--- src/sensor_table_index_confirm_assert.svh ---
// assertion macros for the sensor table index confirm block
`ifndef SENSOR_TABLE_INDEX_CONFIRM_ASSERT_SVH
`define SENSOR_TABLE_INDEX_CONFIRM_ASSERT_SVH

// same-cycle implication, checked on every clock edge outside reset
`define STIC_ASSERT_NOW(lbl, ante, cons, msg) \
	lbl: assert property (@(posedge clk) disable iff (!arst_n) (ante) |-> (cons)) \
		else $error(msg);

// next-cycle implication
`define STIC_ASSERT_NEXT(lbl, ante, cons, msg) \
	lbl: assert property (@(posedge clk) disable iff (!arst_n) (ante) |=> (cons)) \
		else $error(msg);

`endif

--- src/stic_pkg.sv ---
// shared constants, types and state codes for the sensor table index confirm block
`default_nettype none
package stic_pkg;
	localparam int LastEntry = 100;
	localparam int AdcBits = 10;
	localparam int Depth = LastEntry + 1;
	localparam int AddrW = $clog2(Depth);
	localparam int CntW = $clog2(LastEntry + 2);
	localparam int CandW = 8;
	localparam int IdxW = 7;
	localparam int CfgIdxW = 8;
	localparam int CfgDataW = 10;

	localparam logic [CfgIdxW-1:0] RegOpenThr = 8'd0;
	localparam logic [CfgIdxW-1:0] RegErrCode = 8'd1;

	localparam logic OpSample = 1'b0;
	localparam logic OpTableWrite = 1'b1;

	typedef enum logic [1:0] {
		ST_IDLE,
		ST_FETCH,
		ST_WALK,
		ST_OUT
	} stic_state_t;

	typedef struct packed {
		logic done;
		logic [CandW-1:0] cand;
	} stic_res_t;
endpackage
`default_nettype wire

--- src/stic_table.sv ---
// calibration table memory, one write port and one registered read port
`default_nettype none
module stic_table (
	input  wire logic clk,
	input  wire logic we,
	input  wire logic [stic_pkg::AddrW-1:0] waddr,
	input  wire logic [stic_pkg::AdcBits-1:0] wdata,
	input  wire logic re,
	input  wire logic [stic_pkg::AddrW-1:0] raddr,
	output logic [stic_pkg::AdcBits-1:0] rdata
);
	logic [stic_pkg::AdcBits-1:0] mem [stic_pkg::Depth];
	logic [stic_pkg::AdcBits-1:0] rdata_q;

	always_ff @(posedge clk) begin
		if (we) begin
			mem[waddr] <= wdata;
		end
	end

	always_ff @(posedge clk) begin
		if (re) begin
			rdata_q <= mem[raddr];
		end
	end

	assign rdata = rdata_q;
endmodule
`default_nettype wire

--- src/stic_seq.sv ---
// search sequencer: walks the table one entry a cycle through one shared compare unit
`default_nettype none
`include "sensor_table_index_confirm_assert.svh"
module stic_seq (
	input  wire logic clk,
	input  wire logic arst_n,
	input  wire logic start,
	input  wire logic [stic_pkg::AdcBits-1:0] reading,
	input  wire logic [stic_pkg::AdcBits-1:0] open_thr,
	input  wire logic [stic_pkg::CandW-1:0] err_code,
	input  wire logic out_free,
	output logic busy,
	output logic rd_en,
	output logic [stic_pkg::AddrW-1:0] rd_addr,
	input  wire logic [stic_pkg::AdcBits-1:0] rd_data,
	output stic_pkg::stic_res_t res
);
	localparam logic [stic_pkg::CntW-1:0] KEnd = stic_pkg::CntW'(stic_pkg::LastEntry + 1);
	localparam logic [stic_pkg::CntW-1:0] KOne = stic_pkg::CntW'(1);
	localparam logic [stic_pkg::CntW-1:0] KTwo = stic_pkg::CntW'(2);

	stic_pkg::stic_state_t state_q, state_d;
	logic [stic_pkg::CntW-1:0] k_q;
	logic found_q;
	logic [stic_pkg::AdcBits-1:0] x_q;
	logic [stic_pkg::AdcBits-1:0] lo_q;
	logic [stic_pkg::CandW-1:0] cand_q;
	logic is_open;
	logic hit;
	logic [stic_pkg::CandW-1:0] walk_cand;

	assign is_open = (reading >= open_thr);
	// shared compare unit: does x fall between the held entry and the one just read
	assign hit = (x_q >= lo_q) && (x_q <= rd_data);
	assign walk_cand = stic_pkg::CandW'(k_q - KTwo);

	// next state
	always_comb begin
		state_d = state_q;
		case (state_q)
			stic_pkg::ST_IDLE: begin
				if (start) begin
					state_d = is_open ? stic_pkg::ST_OUT : stic_pkg::ST_FETCH;
				end
			end
			stic_pkg::ST_FETCH: begin
				state_d = stic_pkg::ST_WALK;
			end
			stic_pkg::ST_WALK: begin
				if (k_q == KEnd) begin
					state_d = stic_pkg::ST_OUT;
				end
			end
			stic_pkg::ST_OUT: begin
				if (out_free) begin
					state_d = stic_pkg::ST_IDLE;
				end
			end
			default: begin
				state_d = stic_pkg::ST_IDLE;
			end
		endcase
	end

	// outputs
	always_comb begin
		busy = 1'b1;
		rd_en = 1'b0;
		res.done = 1'b0;
		res.cand = cand_q;
		case (state_q)
			stic_pkg::ST_IDLE: begin
				busy = 1'b0;
			end
			stic_pkg::ST_FETCH: begin
				rd_en = 1'b1;
			end
			stic_pkg::ST_WALK: begin
				rd_en = (k_q != KEnd);
			end
			stic_pkg::ST_OUT: begin
				res.done = out_free;
			end
			default: begin
				busy = 1'b1;
			end
		endcase
	end

	assign rd_addr = k_q[stic_pkg::AddrW-1:0];

	always_ff @(posedge clk or negedge arst_n) begin
		if (!arst_n) begin
			state_q <= stic_pkg::ST_IDLE;
			k_q <= '0;
			found_q <= 1'b0;
		end else begin
			state_q <= state_d;
			case (state_q)
				stic_pkg::ST_IDLE: begin
					k_q <= '0;
					if (start) begin
						found_q <= 1'b0;
					end
				end
				stic_pkg::ST_FETCH: begin
					k_q <= KOne;
				end
				stic_pkg::ST_WALK: begin
					if (k_q != KEnd) begin
						k_q <= k_q + KOne;
					end
					if ((k_q != KOne) && hit) begin
						found_q <= 1'b1;
					end
				end
				default: begin
					k_q <= k_q;
				end
			endcase
		end
	end

	always_ff @(posedge clk) begin
		case (state_q)
			stic_pkg::ST_IDLE: begin
				if (start) begin
					x_q <= reading;
					cand_q <= is_open ? err_code : '0;
				end
			end
			stic_pkg::ST_WALK: begin
				lo_q <= rd_data;
				if (k_q == KEnd && x_q > rd_data) begin
					// above the last breakpoint overrides any match
					cand_q <= stic_pkg::CandW'(stic_pkg::LastEntry);
				end else if ((k_q != KOne) && hit && !found_q) begin
					cand_q <= walk_cand;
				end
			end
			default: begin
				lo_q <= lo_q;
			end
		endcase
	end

	`STIC_ASSERT_NOW(a_cnt_range, state_q == stic_pkg::ST_WALK, k_q <= KEnd, "walk counter overran")
	`STIC_ASSERT_NEXT(a_start_path, start && !busy, (state_q == stic_pkg::ST_FETCH) || (state_q == stic_pkg::ST_OUT), "sample did not start a search")
	`STIC_ASSERT_NOW(a_found_clr, $fell(found_q), $past(start), "match flag cleared without a new sample")
	`STIC_ASSERT_NOW(a_no_read_idle, state_q == stic_pkg::ST_IDLE, !rd_en && !res.done, "table read or result while idle")
endmodule
`default_nettype wire

--- src/sensor_table_index_confirm.sv ---
// top level: stream ports, config registers, table, search sequencer, pairing and output register
// usage:
//   s_* channel takes items; tuser is the op (0 = sample, 1 = table write), tdata holds
//   reading, entry_index and entry_value. a table write is absorbed on acceptance and gives
//   no result. a sample gives exactly one result item on the m_* channel.
//   cfg_* channel writes open_threshold (index 0) and error_code (index 1); it is always
//   ready, other indexes are dropped. write it only while the block is idle.
// search:
//   a sample at or above open_threshold skips the walk and is loaded into the output register
//   once that register is free. any other sample walks the whole table with one compare per
//   cycle before its result is loaded. the walk length is set by the single table read port
//   feeding the shared compare unit. s_tready is low from acceptance until the result is
//   loaded, so no new item is taken while a sample is in flight; a table write leaves
//   s_tready high.
// stall: the result sits in an output register, so the next item can be taken while it
//   waits; a finished search holds until that register is free.
// reset: config returns to 1023 / 255, pairing and display state clear to zero. the table
//   itself is not cleared and must be loaded before samples are sent.
`default_nettype none
module sensor_table_index_confirm (
	input  wire logic clk,
	input  wire logic arst_n,
	input  wire logic s_tvalid,
	output logic s_tready,
	input  wire logic [31:0] s_tdata,  // reading[9:0], entry_index[16:10], entry_value[26:17]
	input  wire logic s_tuser,         // op
	output logic m_tvalid,
	input  wire logic m_tready,
	output logic [23:0] m_tdata,       // sample_index[7:0], display_value[15:8], display_updated[16]
	input  wire logic cfg_valid,
	output logic cfg_ready,
	input  wire logic [stic_pkg::CfgIdxW-1:0] cfg_index,
	input  wire logic [stic_pkg::CfgDataW-1:0] cfg_data
);
	// config registers
	logic [stic_pkg::AdcBits-1:0] open_thr_q;
	logic [stic_pkg::CandW-1:0] err_code_q;

	// pairing state
	logic phase_q;
	logic [stic_pkg::CandW-1:0] first_q;
	logic [stic_pkg::CandW-1:0] conf_q;

	// output register
	logic m_valid_q;
	logic [stic_pkg::CandW-1:0] out_idx_q;
	logic [stic_pkg::CandW-1:0] out_disp_q;
	logic out_upd_q;

	// input field split
	logic in_op;
	logic [stic_pkg::AdcBits-1:0] in_reading;
	logic [stic_pkg::IdxW-1:0] in_entry_idx;
	logic [stic_pkg::AdcBits-1:0] in_entry_val;

	logic accept;
	logic start;
	logic tbl_we;
	logic busy;
	logic out_free;
	logic rd_en;
	logic [stic_pkg::AddrW-1:0] rd_addr;
	logic [stic_pkg::AdcBits-1:0] rd_data;
	stic_pkg::stic_res_t res;
	logic pair_match;
	logic [stic_pkg::CandW-1:0] disp_next;

	assign in_op = s_tuser;
	assign in_reading = s_tdata[9:0];
	assign in_entry_idx = s_tdata[16:10];
	assign in_entry_val = s_tdata[26:17];

	assign s_tready = !busy;
	assign accept = s_tvalid && s_tready;
	assign start = accept && (in_op == stic_pkg::OpSample);
	// entries past the last one are dropped
	assign tbl_we = accept && (in_op == stic_pkg::OpTableWrite)
		&& (in_entry_idx <= stic_pkg::IdxW'(stic_pkg::LastEntry));

	assign out_free = !m_valid_q || m_tready;

	stic_table u_table (
		.clk   (clk),
		.we    (tbl_we),
		.waddr (in_entry_idx[stic_pkg::AddrW-1:0]),
		.wdata (in_entry_val),
		.re    (rd_en),
		.raddr (rd_addr),
		.rdata (rd_data)
	);

	stic_seq u_seq (
		.clk      (clk),
		.arst_n   (arst_n),
		.start    (start),
		.reading  (in_reading),
		.open_thr (open_thr_q),
		.err_code (err_code_q),
		.out_free (out_free),
		.busy     (busy),
		.rd_en    (rd_en),
		.rd_addr  (rd_addr),
		.rd_data  (rd_data),
		.res      (res)
	);

	// config port never stalls
	assign cfg_ready = 1'b1;

	always_ff @(posedge clk or negedge arst_n) begin
		if (!arst_n) begin
			open_thr_q <= stic_pkg::AdcBits'(1023);
			err_code_q <= stic_pkg::CandW'(255);
		end else if (cfg_valid && cfg_ready) begin
			case (cfg_index)
				stic_pkg::RegOpenThr: open_thr_q <= cfg_data[stic_pkg::AdcBits-1:0];
				stic_pkg::RegErrCode: err_code_q <= cfg_data[stic_pkg::CandW-1:0];
				default: begin
					open_thr_q <= open_thr_q;
				end
			endcase
		end
	end

	// second sample of a pair loads the display only if both candidates agree
	assign pair_match = phase_q && (first_q == res.cand);
	assign disp_next = pair_match ? res.cand : conf_q;

	always_ff @(posedge clk or negedge arst_n) begin
		if (!arst_n) begin
			phase_q <= 1'b0;
			first_q <= '0;
			conf_q <= '0;
			m_valid_q <= 1'b0;
		end else begin
			if (res.done) begin
				phase_q <= !phase_q;
				if (!phase_q) begin
					first_q <= res.cand;
				end
				conf_q <= disp_next;
				m_valid_q <= 1'b1;
			end else if (m_tready) begin
				m_valid_q <= 1'b0;
			end
		end
	end

	always_ff @(posedge clk) begin
		if (res.done) begin
			out_idx_q <= res.cand;
			out_disp_q <= disp_next;
			out_upd_q <= pair_match;
		end
	end

	assign m_tvalid = m_valid_q;
	assign m_tdata = {7'd0, out_upd_q, out_disp_q, out_idx_q};
endmodule
`default_nettype wire
--- config.mk ---
export PLATFORM = sky130hd
export DESIGN_NAME = sensor_table_index_confirm
export DESIGN_NICKNAME = d
export VERILOG_FILES = /design/src/stic_pkg.sv /design/src/stic_table.sv /design/src/stic_seq.sv /design/src/sensor_table_index_confirm.sv
export VERILOG_INCLUDE_DIRS = /design/src /design/src/src
export SDC_FILE = /design/constraint.sdc
export NUM_CORES = 1
export LEC_CHECK = 0
export BUFFER_PORTS_ARGS = -buffer_cell sky130_fd_sc_hd__buf_2
export CAP_MARGIN = 20
export CORE_MARGIN = 5
export CORE_UTILIZATION = 56
export DETAILED_ROUTE_END_ITERATION = 7
export GPL_TIMING_DRIVEN = 0
export PLACE_DENSITY = 0.75
export SLEW_MARGIN = 5
export SYNTH_ARGS = -nofsm -noshare
export SYNTH_HDL_FRONTEND = slang
export SYNTH_SLANG_ARGS = --single-unit
--- constraint.sdc ---
create_clock -name clk -period 2.45 [get_ports clk]
set_input_delay 0.49 -clock clk [delete_from_list [all_inputs] [get_ports clk]]
set_output_delay 0.49 -clock clk [all_outputs]
set_load 0.01 [all_outputs]
==> After elaboration in Yosys (flattened, before gate mapping) <==
Memories as Yosys holds them, arrays and structs flattened. A register that Yosys moved wholly into a read port is not among the register bits.
Cells that the tools add are included.
{ "word_totals": {"inputBits": 56, "mem_count": 1, "ram_bits": 1010, "elab_cells": 87, "regBits": 91, "out_inout_bits": 27} }
{ "mem_list": {"columns": ["memory", "depth", "word_bits", "rd", "rd_clocked_by_memory_dff", "wr", "line", "text"], "rows": [
  ["u_table.mem", 101, 10, 1, 1, 1, "stic_table.sv:12", "logic [stic_pkg::AdcBits-1:0] mem [stic_pkg::Depth];"]
]} }
{ "classes": {"reduce_logical": 26, "eq_ne": 14, "bitwise": 2, "n_mux": 22, "n_addsub": 2, "magnitude_cmp": 5} }
{ "ops": {"columns": ["operator", "n"], "rows": [
  ["$mux 8", 5],
  ["$pmux 7 s3", 1],
  ["$ge 10x10->1", 2],
  ["$pmux 8 s2", 1],
  ["$gt 10x10->1", 1],
  ["$le 10x10->1", 1],
  ["$ne 2x1->1 const B", 5],
  ["$reduce_and 2->1", 5],
  ["$logic_and 1x1->1", 9],
  ["$reduce_and 3->1", 3],
  ["$eq 8x1->1 const B", 1],
  ["$eq 8x8->1", 1],
  ["$logic_not 8->1", 1],
  ["$mux 2", 4],
  ["$pmux 2 s4", 1],
  ["$sub 7x2->8 const B", 1],
  ["$add 7x1->7 const B", 1],
  ["$eq 7x7->1 const B", 1],
  ["$le 7x7->1 const B", 1],
  ["$mux 1", 7],
  ["$mux 7", 1],
  ["$ne 7x1->1 const B", 1],
  ["$ne 7x7->1 const B", 1],
  ["$eq 2x2->1 const B", 2],
  ["other kinds (9)", 14]
]} }

==> Depth between registers and ports, before layout <==
{ "depth": {"depth_word": 7, "ltp_mapped": 11, "depth_no_buf": 9} }

==> Cells and area by module <==
From an unflattened synthesis, not the netlist that was laid out.
{ "hier_totals": {"cells_unflattened": 2416, "hier_area_um2": 44665.3} }
{ "by_module_without_submodules": {"columns": ["module", "cells_each", "area_each_um2", "n_inst", "seq_area_each_um2"], "rows": [
  ["stic_table", 2038, 39928.3, 1, 30629.4],
  ["stic_seq", 239, 2506.2, 1, 1091.0],
  ["sensor_table_index_confirm", 139, 2230.9, 1, 1433.9]
]} }

==> Least setup slack after synthesis <==
OpenSTA, ideal clock, no wires.
{ "synth_timing": {"path_type": "flip-flop to flip-flop", "startpoint": "register u_seq.k_q (netlist bit u_seq.rd_addr[1])", "endpoint": "register u_seq.cand_q[0] in the netlist's numbering (enable)", "setup_slack_ns": -0.188, "period_less_slack_ns": 2.638, "n_path_buf": 3, "setup_time_ns": 0.376, "arrival_time_ns": 2.262, "path_stages_with_launch": 9, "t_required_ns": 2.074, "cell_sequence": "dfrtp_1 > buf_4 > buf_2 > buf_1 > inv_1 > ha_1 > nand4_1 > o31a_1 > o22ai_1"} }
{ "synth_between": {"elab_chain_cells": 5, "elab_cells_between_ends": 7, "classes_between": "eq/ne (3); reduce/logical (4)"} }
{ "synth_lines": {"columns": ["element", "line", "text"], "rows": [
  ["start, declared", "stic_seq.sv:23", "logic [stic_pkg::CntW-1:0] k_q;"],
  ["start signal, assigned", "stic_seq.sv:107", "k_q <= KOne;"],
  ["start signal, assigned", "stic_seq.sv:111", "k_q <= k_q + KOne;"],
  ["start signal, assigned", "stic_seq.sv:118", "k_q <= k_q;"],
  ["$ne 7x1->1", "stic_seq.sv:137", "end else if ((k_q != KOne) && hit && !found_q) begin"],
  ["$logic_and 1x1->1 (2 in series)", "stic_seq.sv:137", null],
  ["$ne 3x1->1 (no line) *", null, null],
  ["$reduce_and 3->1 (no line) *", null, null],
  ["end signal, assigned", "stic_seq.sv:129", "cand_q <= is_open ? err_code : '0;"],
  ["end signal, assigned", "stic_seq.sv:136", "cand_q <= stic_pkg::CandW'(stic_pkg::LastEntry);"],
  ["end signal, assigned", "stic_seq.sv:138", "cand_q <= walk_cand;"],
  ["end, declared", "stic_seq.sv:27", "logic [stic_pkg::CandW-1:0] cand_q;"]
]} }
Mark *: on every way between the ends. The rest lies on a longest branch, timed or not.
A chain may end at the register's enable or synchronous reset.

==> Worst setup path after layout <==
{ "layout_timing": {"startpoint": "register u_seq.k_q (netlist bit u_seq.rd_addr[3])", "endpoint": "register u_table.rdata_q (netlist bit u_table.rdata[3]), read port of u_table.mem, data pin"} }
{ "layout_between": {"elab_chain_cells": 2} }
{ "layout_lines": {"columns": ["element", "line", "text"], "rows": [
  ["$ne 7x7->1", "stic_seq.sv:79", "rd_en = (k_q != KEnd);"],
  ["$pmux 1 s2", "stic_seq.sv:71", "case (state_q)"],
  ["end, declared", "stic_table.sv:13", "logic [stic_pkg::AdcBits-1:0] rdata_q;"]
]} }
Several ways; a longest one is shown, not always the timed one.

==> flow_metrics.tcl <==
set metrics [dict create \
    timing.fmax_mhz 317 \
    whs_endpoint "u_seq.x_q[7]" \
    tightest_slew_ps 1070 \
    dr.first_iter.drc_count 4858 \
    synth_edf_count 1065 \
    final_area_um2 54700 \
    antenna_left 0 \
    syn_area_um2 43900 \
    period_share 1.29 \
    critical_path_class "reg2reg" \
    cp_max_fo 10 \
    clkPwrFrac 0.447 \
    ys_warn_count 0 \
    timing.final.ws_setup_ps -701 \
    hold_class "in2reg" \
    synth_top_area_frac 0.728 \
    cts_tree "done" \
    path_clk_slew_ps 60 \
    finalMaxSlewViolations 0 \
    clock_path_buffers 3 \
    yosys-top-cells-count "edfxtp_1 (1,065), mux4_2 (210), nor2_1 (121), mux2i_1 (99), nand2_1 (98)" \
    ys.flop_type "edfxtp_1" \
    r2r_end "u_table.rdata[3]" \
    yosysMostFrequentCell "edfxtp_1" \
    synth-async-reset-ratio 0.0414 \
    root_buffer "clkbuf_16" \
    r2r-start "u_seq.rd_addr[3]" \
    antenna_found_initial 7 \
    syn_inst 2247 \
    grt_max_degree 86 \
    ios 83 \
    leakage_nw 18.8 \
    p_int_mw 31.0 \
    rrSetupSlack_ps -700 \
    die_area_um2 84200 \
    synth_area_leaders "edfxtp_1 (73%), mux4_2 (11%), mux2i_1 (2.3%), dfrtp_1 (1.6%), ha_1 (1.1%)" \
    grt_pass1_vias 25000 \
    required_ps 2860 \
    maxCapViolations 0 \
    post-place-ws_ps -1740 \
    layout_min_cycle_time_ps 3150 \
    pwr-share-seq 0.537 \
    combPwrFrac 0.016 \
    whs_path_depth 1 \
    die_h_um 290 \
    worst_setup_path_start_kind "flop" \
    final_net_count 2751 \
    slew-limit-headroom 0.282 \
    violations "design-rule violations, negative setup slack" \
    routed-via-count 26600 \
    skew_ps 48.4 \
    wirelength_um 140000 \
    finalPower_mw 38.8 \
    ys_seq_elements 1111 \
    drive_above_1_share 0.386 \
    fill_cells 4424 \
    start_util 0.566 \
    drc 6 \
    drt_pre_antenna_iters 8 \
    overflow 0 \
    synth_cell_types 69 \
    area.growth.synth_to_final_pct 24.4 \
    multiInputGateArea_um2 11400 \
    ir_drop_v 0.000641 \
    cp.arrival_ps 3560 \
    io_buffers 69 \
    cts.htree.levels 3 \
    hp-start "s_tdata[7]" \
    setup_viol 382 \
    wl_per_cell_um 36.8 \
    crit_path_end_kind "flop" \
    fp-row-count 102 \
    clk-insertion-delay-late_ps 690 \
    place_congestion 0.996 \
    synth_top_area_cell "edfxtp_1" \
    final_util 0.705 \
    placed_cells 3377 \
    rsz0062_at_grt "true" \
    placed_cell_area_um2 46000 \
    clock-sinks 1111 \
    grt_use_total 0.308 \
    dp_hpwl_um 80000 \
    switching_share 0.201 \
    fp.coreArea_um2 77600 \
    regArea_um2 33200 \
    avgViaCountPerCell 7.02 \
    avgSynthCellArea_um2 19.6 \
    die_x_um 290 \
    power_density_nw_per_um2 709 \
    stdcell_count 3792 \
    worst_r2r_path_depth 9 \
    grt_pass1_wl_um 185000 \
    hold_viol_final 0 \
    p_sw_mw 7.80 \
    yosysSeqAreaShare 0.754 \
    numCtsBuffers 108 \
    outcome "finished, violations left" \
]
==> cell type report <==
| type | count | share of cell area |
|---|---|---|
| Antenna cell | 4 | 0.000183 |
| Buffer | 122 | 0.0266 |
| Clock buffer | 122 | 0.0519 |
| Clock inverter | 79 | 0.0154 |
| Inverter | 43 | 0.00307 |
| Multi-Input combinational cell | 978 | 0.208 |
| Sequential cell | 1111 | 0.606 |
| Tap cell | 1040 | 0.0238 |
| Timing Repair Buffer | 293 | 0.0643 |
==> how the worst max path moves through the flow <==
stage	from	end	cells after the start	slack, ps
floorplan	u_seq.state_q[0]	u_table.mem[56][0]	7	-90
global placement	u_seq.state_q[0]	u_table.mem[20][0]	7	-1710
detailed placement	u_seq.state_q[0]	u_table.mem[49][0]	7	-1740
CTS	u_seq.rd_addr[0]	u_table.rdata[9]	8	-340
global route	u_seq.rd_addr[3]	u_table.rdata[3]	9	-620
finish	u_seq.rd_addr[3]	u_table.rdata[3]	9	-700
==> power by group through the flow <==
stage	Combinational (mW)	Clock [mW]	Sequential, mW
after CTS	0.566	17.3	20.8
after floorplan	0.0914	0	21.2
after global routing	0.630	18.2	20.8
final	0.605	17.3	20.8
after detailed placement	0.540	0	21.2
after global placement	0.450	0	21.2
==> critical path, stage by stage (launching register included) <==
cell	delay, ps
dfrtp_1	350
buf_2	190
or3_1	360
clkbuf_1	170
clkbuf_2	330
o221ai_1	440
a211oi_2	70
a21oi_2	400
o21ai_1	170
a22oi_1	370
==> state kept, by name, indices dropped and copies added, names as in the netlist, 7 cells and up <==
name / flops
out_disp_q: 8
open_thr_q: 10
out_idx_q: 8
u_table.mem: 1010
u_seq.lo_q: 10
u_seq.x_q: 10
u_seq.cand_q: 8
conf_q: 8
u_table.rdata: 10
err_code_q: 8
first_q: 8
u_seq.rd_addr: 7
==> through the flow <==
| stage | setup TNS, ps | hold WS [ps] |
|---|---|---|
| final | -27050 | 48.4 |
| after global routing | -45160 | 28.9 |
| after CTS | -12940 | 22.9 |
| after detailed placement | -1324690 | 462 |
| after global placement | -1318870 | 443 |
| after floorplan | -41470 | 194 |
==> layout by cell type, fill, tap and decap left out, types with 19 or more instances in the layout <==
master,instances
buf_12,84
buf_6,57
buf_2,66
a22oi_2,19
mux2i_1,84
mux4_2,210
clkbuf_1,23
nor2_4,87
mux2_2,33
nand3_1,25
buf_4,118
buf_16,23
clkinv_2,29
a21oi_1,46
o221ai_1,24
clkbuf_16,125
clkinv_1,21
o21ai_0,26
ha_1,36
nand2_1,87
edfxtp_1,1065
a21oi_2,20
a22oi_1,21
dfrtp_1,26
inv_1,37
==> metal layers <==
| metal | up-vias | track usage | share of wire |
|---|---|---|---|
| met2 | 2729 | 0.469 | 0.45 |
| met4 | 2 | 0.161 | 0.077 |
| met3 | 612 | 0.0963 | 0.14 |
| met1 | 13200 | 0.406 | 0.33 |
| li1 | 10000 | - | - |
| met5 | - | 0 | 0.000079 |
==> logic make-up after synthesis <==
group | share of synthesized area
xor+xnor | 0.00259
flops | 0.754
mux | 0.139
simple gates | 0.0296
fa+ha+maj | 0.0108
other cells | 0.000171
buf+inv | 0.0201
compound gates | 0.0437
==> timing repair <==
| action | 4_1_cts | 5_1_grt |
|---|---|---|
| hold endpoints to repair | 21 | 0 |
| pin swaps | 88 | 35 |
| endpoints found under the setup margin | 1055 | 909 |
| gates resized for setup | 451 | 156 |
| hold buffers | 1 | 0 |
| cloned | 5 | 19 |
| setup buffers | 132 | 53 |
(Power assumes the default switching activity.)
